File: config.mk
export PLATFORM = sky130hd
export DESIGN_NAME = terminal_line_editor_unit
export DESIGN_NICKNAME = d
export VERILOG_FILES = /design/src/sv/tle_pkg.sv /design/src/sv/terminal_line_editor_unit.sv /design/src/sv/tle_ram.sv /design/src/sv/tle_obuf.sv
export SDC_FILE = /design/constraint.sdc
export NUM_CORES = 2
export LEC_CHECK = 0
export BUFFER_PORTS_ARGS = -buffer_cell sky130_fd_sc_hd__buf_4
export CORE_UTILIZATION = 41
export CTS_CLUSTER_DIAMETER = 150
export DETAILED_ROUTE_END_ITERATION = 8
export PLACE_DENSITY = 0.55
export SLEW_MARGIN = 20
export SYNTH_ARGS = -nofsm -noshare
export SYNTH_HDL_FRONTEND = slang
export SYNTH_HIERARCHICAL = 1
export SYNTH_SLANG_ARGS = --single-unit
export TNS_END_PERCENT = 5
File: constraint.sdc
create_clock -name clk -period 34.7 [get_ports clk]
set_input_delay 6.94 -clock clk [delete_from_list [all_inputs] [get_ports clk]]
set_output_delay 6.94 -clock clk [all_outputs]
set_load 0.02 [all_outputs]
File: src/sv/tle_pkg.sv
// shared constants, types and codes for the terminal line editor
package tle_pkg;

  localparam int LINE_LEN = 256;
  localparam int TAB_STOP = 8;

  localparam int ADDR_W = $clog2(LINE_LEN);
  localparam int CUR_W  = $clog2(LINE_LEN + 1);
  localparam int CNT_W  = $clog2(TAB_STOP + 1);
  localparam int PH_W   = (TAB_STOP > 1) ? $clog2(TAB_STOP) : 1;

  localparam logic [7:0] CH_BS    = 8'd8;
  localparam logic [7:0] CH_TAB   = 8'd9;
  localparam logic [7:0] CH_LF    = 8'd10;
  localparam logic [7:0] CH_CR    = 8'd13;
  localparam logic [7:0] CH_SPACE = 8'h20;
  localparam logic [7:0] CH_TILDE = 8'h7E;
  localparam logic [7:0] CH_DEL   = 8'd127;

  localparam logic KIND_CHAR = 1'b0;
  localparam logic KIND_LINE = 1'b1;

  typedef enum logic [2:0] {
    ST_IDLE,
    ST_TAB,
    ST_TRIM_RD,
    ST_TRIM_CHK,
    ST_LINE
  } state_t;

  typedef struct packed {
    logic        kind;
    logic [7:0]  column;
    logic [7:0]  char_out;
    logic [8:0]  line_len;
    logic [15:0] line_number;
    logic        overflow;
    logic        last;
  } res_t;

endpackage

File: src/sv/terminal_line_editor_unit.sv
// terminal line editor: line store in ram, cursor control, tab fill and newline trim
//
//  channel | signals                                   | words per item
//  --------+-------------------------------------------+-----------------------------
//  in      | in_valid in_ready char_in                 | one byte
//  out     | out_valid out_ready kind column char_out  | 0 to TAB_STOP results
//          | line_len line_number overflow last        |
//
// printable, backspace and carriage return bytes are handled without leaving idle
// a tab writes up to TAB_STOP fill spaces, stopping at a tab stop, and waits while the output stalls
// a newline trims trailing spaces above the cursor from the end, stopping at a non-space;
// one ram read per check, then the line result is emitted
// sync reset clears cursor, stored length, line counter and drop flag; ram is not cleared
// a stalled output register holds the sequencer until the word is taken
module terminal_line_editor_unit (
  input  logic        clk,
  input  logic        rst,
  input  logic        in_valid,
  output logic        in_ready,
  input  logic [7:0]  char_in,
  output logic        out_valid,
  input  logic        out_ready,
  output logic        kind,
  output logic [7:0]  column,
  output logic [7:0]  char_out,
  output logic [8:0]  line_len,
  output logic [15:0] line_number,
  output logic        overflow,
  output logic        last
);

  localparam int CUR_W  = tle_pkg::CUR_W;
  localparam int ADDR_W = tle_pkg::ADDR_W;
  localparam int CNT_W  = tle_pkg::CNT_W;
  localparam int PH_W   = tle_pkg::PH_W;

  tle_pkg::state_t state, state_next;

  logic [CUR_W-1:0]  cursor, cursor_next;
  logic [CUR_W-1:0]  stored_len, stored_len_next;
  logic [CUR_W-1:0]  trim_end, trim_end_next;
  logic [PH_W-1:0]   phase, phase_next;
  logic [CNT_W-1:0]  tab_cnt, tab_cnt_next;
  logic [15:0]       line_counter, line_counter_next;
  logic              drop_flag, drop_flag_next;

  logic              wr_en;
  logic [ADDR_W-1:0] rd_addr;
  logic [7:0]        rd_data;
  logic [7:0]        put_ch;
  logic              put;

  logic              push, can_push;
  tle_pkg::res_t     push_data, out_data;

  logic              cur_full;
  logic [CUR_W-1:0]  cursor_inc;
  logic [PH_W-1:0]   phase_inc;
  logic [PH_W-1:0]   put_phase;
  logic [CNT_W-1:0]  cnt_after;
  logic              tab_more;
  logic              printable;

  assign cur_full   = (cursor == CUR_W'(tle_pkg::LINE_LEN));
  assign cursor_inc = cursor + CUR_W'(1);
  assign phase_inc  = (phase == PH_W'(tle_pkg::TAB_STOP - 1)) ? '0 : phase + PH_W'(1);
  assign put_phase  = cur_full ? phase : phase_inc;
  assign cnt_after  = (state == tle_pkg::ST_IDLE) ? CNT_W'(1) : tab_cnt + CNT_W'(1);
  // fill continues until a tab stop or TAB_STOP spaces
  assign tab_more   = (put_phase != '0) && (cnt_after < CNT_W'(tle_pkg::TAB_STOP));
  assign printable  = (char_in >= tle_pkg::CH_SPACE) && (char_in <= tle_pkg::CH_TILDE);
  assign rd_addr    = ADDR_W'(trim_end - CUR_W'(1));

  always_comb begin
    state_next        = state;
    cursor_next       = cursor;
    stored_len_next   = stored_len;
    trim_end_next     = trim_end;
    phase_next        = phase;
    tab_cnt_next      = tab_cnt;
    line_counter_next = line_counter;
    drop_flag_next    = drop_flag;
    in_ready          = 1'b0;
    put               = 1'b0;
    put_ch            = tle_pkg::CH_SPACE;
    push              = 1'b0;
    push_data         = '0;
    push_data.line_number = line_counter;

    case (state)
      tle_pkg::ST_IDLE: begin
        in_ready = can_push;
        if (in_valid && can_push) begin
          if (char_in == tle_pkg::CH_BS || char_in == tle_pkg::CH_DEL) begin
            if (cursor != '0) begin
              cursor_next = cursor - CUR_W'(1);
              phase_next  = (phase == '0) ? PH_W'(tle_pkg::TAB_STOP - 1) : phase - PH_W'(1);
            end
          end else if (char_in == tle_pkg::CH_CR) begin
            cursor_next = '0;
            phase_next  = '0;
          end else if (char_in == tle_pkg::CH_TAB) begin
            put            = 1'b1;
            push_data.last = !tab_more;
            tab_cnt_next   = cnt_after;
            if (tab_more) begin
              state_next = tle_pkg::ST_TAB;
            end
          end else if (char_in == tle_pkg::CH_LF) begin
            trim_end_next = stored_len;
            state_next    = tle_pkg::ST_TRIM_RD;
          end else if (printable) begin
            put            = 1'b1;
            put_ch         = char_in;
            push_data.last = 1'b1;
          end
        end
      end
      tle_pkg::ST_TAB: begin
        if (can_push) begin
          put            = 1'b1;
          push_data.last = !tab_more;
          tab_cnt_next   = cnt_after;
          if (!tab_more) begin
            state_next = tle_pkg::ST_IDLE;
          end
        end
      end
      tle_pkg::ST_TRIM_RD: begin
        // trailing spaces are trimmed only above the cursor
        if ({1'b0, trim_end} > ({1'b0, cursor} + (CUR_W + 1)'(1))) begin
          state_next = tle_pkg::ST_TRIM_CHK;
        end else begin
          state_next = tle_pkg::ST_LINE;
        end
      end
      tle_pkg::ST_TRIM_CHK: begin
        if (rd_data == tle_pkg::CH_SPACE) begin
          trim_end_next = trim_end - CUR_W'(1);
          state_next    = tle_pkg::ST_TRIM_RD;
        end else begin
          state_next = tle_pkg::ST_LINE;
        end
      end
      tle_pkg::ST_LINE: begin
        if (can_push) begin
          push               = 1'b1;
          push_data.kind     = tle_pkg::KIND_LINE;
          push_data.char_out = tle_pkg::CH_LF;
          push_data.line_len = 9'(trim_end);
          push_data.overflow = drop_flag;
          push_data.last     = 1'b1;
          line_counter_next  = line_counter + 16'd1;
          cursor_next        = '0;
          phase_next         = '0;
          stored_len_next    = '0;
          drop_flag_next     = 1'b0;
          state_next         = tle_pkg::ST_IDLE;
        end
      end
      default: begin
        state_next = tle_pkg::ST_IDLE;
      end
    endcase

    // shared character write path
    if (put) begin
      push               = 1'b1;
      push_data.kind     = tle_pkg::KIND_CHAR;
      push_data.column   = 8'(cursor);
      push_data.char_out = put_ch;
      push_data.overflow = cur_full;
      if (cur_full) begin
        drop_flag_next = 1'b1;
      end else begin
        cursor_next = cursor_inc;
        phase_next  = phase_inc;
        if (cursor_inc > stored_len) begin
          stored_len_next = cursor_inc;
        end
      end
    end
  end

  assign wr_en = put && !cur_full;

  always_ff @(posedge clk) begin
    if (rst) begin
      state        <= tle_pkg::ST_IDLE;
      cursor       <= '0;
      stored_len   <= '0;
      phase        <= '0;
      tab_cnt      <= '0;
      line_counter <= '0;
      drop_flag    <= 1'b0;
    end else begin
      state        <= state_next;
      cursor       <= cursor_next;
      stored_len   <= stored_len_next;
      phase        <= phase_next;
      tab_cnt      <= tab_cnt_next;
      line_counter <= line_counter_next;
      drop_flag    <= drop_flag_next;
    end
  end

  always_ff @(posedge clk) begin
    trim_end <= trim_end_next;
  end

  tle_ram #(
    .WIDTH(8),
    .DEPTH(tle_pkg::LINE_LEN)
  ) u_line_store (
    .clk     (clk),
    .wr_en   (wr_en),
    .wr_addr (ADDR_W'(cursor)),
    .wr_data (put_ch),
    .rd_addr (rd_addr),
    .rd_data (rd_data)
  );

  tle_obuf u_obuf (
    .clk       (clk),
    .rst       (rst),
    .push      (push),
    .push_data (push_data),
    .can_push  (can_push),
    .out_valid (out_valid),
    .out_ready (out_ready),
    .out_data  (out_data)
  );

  assign kind        = out_data.kind;
  assign column      = out_data.column;
  assign char_out    = out_data.char_out;
  assign line_len    = out_data.line_len;
  assign line_number = out_data.line_number;
  assign overflow    = out_data.overflow;
  assign last        = out_data.last;

  a_cursor_in_extent: assert property (@(posedge clk) disable iff (rst)
    (cursor <= stored_len) && (stored_len <= CUR_W'(tle_pkg::LINE_LEN)))
    else $error("cursor or stored length out of range");

  a_ready_only_idle: assert property (@(posedge clk) disable iff (rst)
    in_ready |-> (state == tle_pkg::ST_IDLE))
    else $error("input taken outside idle");

  a_write_in_range: assert property (@(posedge clk) disable iff (rst)
    wr_en |-> (cursor < CUR_W'(tle_pkg::LINE_LEN)))
    else $error("line store write past capacity");

  a_line_clears: assert property (@(posedge clk) disable iff (rst)
    (state == tle_pkg::ST_LINE && can_push) |=>
      (cursor == '0 && stored_len == '0 && !drop_flag && state == tle_pkg::ST_IDLE))
    else $error("line state not cleared after newline");

endmodule

File: src/sv/tle_ram.sv
// generic single-clock ram, one write port, one registered read port
module tle_ram #(
  parameter int WIDTH = 8,
  parameter int DEPTH = 256
) (
  input  logic                     clk,
  input  logic                     wr_en,
  input  logic [$clog2(DEPTH)-1:0] wr_addr,
  input  logic [WIDTH-1:0]         wr_data,
  input  logic [$clog2(DEPTH)-1:0] rd_addr,
  output logic [WIDTH-1:0]         rd_data
);

  logic [WIDTH-1:0] mem [DEPTH];

  always_ff @(posedge clk) begin
    if (wr_en) begin
      mem[wr_addr] <= wr_data;
    end
    rd_data <= mem[rd_addr];
  end

endmodule

File: src/sv/tle_obuf.sv
// one-entry output register for result words
module tle_obuf (
  input  logic          clk,
  input  logic          rst,
  input  logic          push,
  input  tle_pkg::res_t push_data,
  output logic          can_push,
  output logic          out_valid,
  input  logic          out_ready,
  output tle_pkg::res_t out_data
);

  logic full;

  assign can_push  = !full || out_ready;
  assign out_valid = full;

  always_ff @(posedge clk) begin
    if (rst) begin
      full <= 1'b0;
    end else if (push) begin
      full <= 1'b1;
    end else if (out_ready) begin
      full <= 1'b0;
    end
  end

  always_ff @(posedge clk) begin
    if (push) begin
      out_data <= push_data;
    end
  end

endmodule
==> results.yml <==
die:
  initial_core_util: 0.414
  io-pin-count: 58
  fp.dieW_um: 458
  rows: 166
  core_area_sq_um: 205000
  die_h_um: 458
  fp.dieArea_sq_um: 209000
logic_synthesis:
  syn-instance-count: 4298
  syn_area_sq_um: 85100
  synth-xor-area-share: 0.00360
  synth_compound_area_frac: 0.0421
  synth_area_per_cell_sq_um: 19.8
  synthArstFlopShare: 0
  ys_seq_area_frac: 0.754
  synthSimpleGateAreaFrac: 0.0394
  yosys_warnings: 6
  synth_edf_count: 2101
  synthFlopType: "edfxtp_1"
  synth_top_family_by_area: "multiplexers"
  yosysUniqueCellTypes: 99
  synth_adder_area_share: 0.00335
  synth-seq-cells: 2155
  synth.area.mux_share: 0.138
critical_path:
  start_kind: "primary input"
  required_ps: 27760
  arrival_ps: 7670
  crit_top_cell: "buf_4"
  cp_top_family: "simple AND/OR/NAND/NOR gates"
  crit_start: "out_ready"
  slowest_delay_ps: 280
  rr_startpoint: "trim_end[0]"
  cp_cell_sequence: "buf_4 -> nand2b_4 -> nor4b_2 -> buf_4"
  critPathSlowestCell: "nor4b_2"
  cp_max_fo: 10
  worstSetupPathType: "in -> out"
  endpoint_kind: "output port"
  critPathBufInv: 2
sta:
  worst_pin_slew_ps: 1290
  max_freq_mhz: 68.4
  period_share: 0.421
  holdWs_ps: 459
  setup_viol_count_final: 0
  rsz0062_at_grt: "false"
  drv_slew: 0
  finalHoldViolCount: 0
  fin_setup_tns_ps: 0
  relSlewSlack: 0.140
  fin_ws_ps: 20090
  final.min_clock_period_ps: 14610
  worst_clock_skew_ps: 29.8
place:
  place_area_sq_um: 89200
  dp_hpwl_mm: 132
  place_ws_ps: 20080
  gp_congestion: 0.820
  port-buffer-count: 57
clocking:
  clockBufferDepth: 3
  cts_tree: "done"
  cts.sinks: 2155
  cts.htree.levels: 4
  cts.hold.buffers_added: 0
  clock_latency_ps: 840
  cts_resized: 0
  post_cts_buffers: 0
  cts_buffers: 220
  clk_pin_slew_ps: 60
  root_buffer: "clkbuf_16"
global_route:
  grt_max_degree: 196
  overflow: 0
  grt_pass1_vias: 43200
  grt_pass1_wl_mm: 310
  grt_usage: 0.205
  antenna_found_initial: 5
layout:
  stdcell_area_sq_um: 96500
  layout.nets: 4688
  area_delta_synth_final_pct: 13.4
  drive_gt1_frac: 0.203
  final_core_util: 0.470
  fillers: 17000
routing:
  vias_per_cell: 5.66
  first_iter_violations: 4371
  vias: 42600
  dr.pass1.iters: 5
  route.detailed.drc: 0
  wl_mm: 215
  drtAntennaViolNets: 0
  wl_per_cell_um: 28.5
power:
  ir_worst_vdd_mv: 0.0468
  power.leakage_nw: 30.7
  power_density_nw_per_um2: 54.8
flow_run:
  maxCapViolations: 0
hold_path:
  hold_class: "reg -> reg"
  min_from: "drop_flag"
status:
  status: "finished clean"
## cell type report
cell class	instances	area, sq um	area share
clock buffers	262	5780	0.0599
inverters	33	139	0.00144
flip-flops and latches	2155	64200	0.665
multi-input cells	2107	20400	0.212
repair buffers	137	1150	0.0120
well taps	2688	3360	0.0349
diodes	2	5.00	0.0000519
clock inverters	148	1470	0.0152
## state kept, by name (all words and copies together), names as in the netlist
register and count:
u_line_store/mem 2048, u_obuf/out_data 44, line_counter 16, cursor 9, stored_len 9, trim_end 9
u_line_store/rd_data 8, tab_cnt 4, phase 3, state 3, drop_flag 1, u_obuf/out_valid 1
## logic make-up after synthesis
family	Yosys count
other cells	1
xor+xnor	31
simple gates	686
fa+ha+maj	23
buf+inv	292
mux	599
flops	2155
compound gates	511
## worst reg2reg max path, stage by stage (launching register included)
cell and delay [ps]:
edfxtp_1 500, inv_8 410, ha_1 400, inv_8 350, buf_12 540, buf_12 560, nand2_2 1130, o221ai_1 610
a21oi_1 140, o32ai_1 570, nor3_1 300, nor4_1 320
## cells in the mapped netlist, drive strengths merged (6+ instances only)
| cell type | number | area, sq um |
|---|---|---|
| nand4 | 20 | 140 |
| o211ai | 21 | 158 |
| or2 | 7 | 43.8 |
| o32ai | 6 | 60.1 |
| a22o | 8 | 70.1 |
| nand3 | 50 | 260 |
| o221ai | 50 | 444 |
| o21ai | 37 | 185 |
| xor2 | 16 | 140 |
| a21oi | 127 | 639 |
| o22ai | 30 | 194 |
| nor3 | 38 | 195 |
| edfxtp | 2101 | 63100 |
| nor4 | 32 | 234 |
| clkbuf | 129 | 484 |
| o31ai | 6 | 45.0 |
| o22a | 7 | 62.6 |
| nor3b | 6 | 45.0 |
| and3 | 16 | 100 |
| nand2b | 18 | 120 |
| nand2 | 71 | 267 |
| inv | 32 | 120 |
| ha | 22 | 275 |
| nor4b | 6 | 88.8 |
| mux2 | 6 | 75.1 |
| a22oi | 134 | 1010 |
| and2 | 29 | 184 |
| buf | 130 | 1090 |
| xnor2 | 13 | 121 |
| dfxtp | 54 | 1080 |
| nor2 | 334 | 1260 |
| a221oi | 18 | 164 |
| mux4 | 456 | 10300 |
| nor2b | 33 | 206 |
| mux2i | 137 | 1370 |
| or3 | 10 | 72.6 |
| a211oi | 24 | 180 |
| a31oi | 10 | 77.6 |
## routing by layer
layer  wire (um)  GRT usage  up-vias
met3       14000     0.0367      303
met2      103000      0.327     1490
li1            -          -    18200
met4        5940     0.0617        2
met1       91700      0.288    22600
met5          12          0        -
## worst paths after layout
check | to | slack (ps) | cells past startpoint
worst min register to register | drop_flag | 460 | 2
worst max-delay path | in_ready | 20090 | 4
worst max register to register | u_line_store/rd_data[5] | 28790 | 11
worst min-delay path | drop_flag | 460 | 2
## through the flow
stage	instances	power, mW
final	7532	5.28
after global placement	7120	2.98
after detailed placement	7120	2.99
after floorplan	4554	2.95
after global routing	7531	5.44
after CTS	7530	5.33
## placed cells by master, fill, tap and decap left out, drive strengths merged, types with 16 or more instances in the layout
cell,instances
inv,35
nor3,38
and3,16
nand2,71
a211oi,24
clkinv,116
nand2b,18
o221ai,50
mux4,456
o211ai,21
a21oi,127
a221oi,18
o22ai,30
mux2i,137
bufinv,22
nand4,20
xor2,16
nor2b,33
o21ai,37
conb,257
nand3,50
nor4,32
and2,29
buf,137
edfxtp,2101
dfxtp,54
a22oi,134
clkbuf,262
ha,22
nor2,334
## report_power, final
| group | total, mW | switching [mW] | internal, mW |
|---|---|---|---|
| Sequential | 2.85 | 0.00243 | 2.85 |
| Clock | 2.35 | 0.999 | 1.35 |
| Combinational | 0.0821 | 0.0657 | 0.0164 |
| Total | 5.28 | 1.07 | 4.22 |
(Power assumes the default switching activity.)
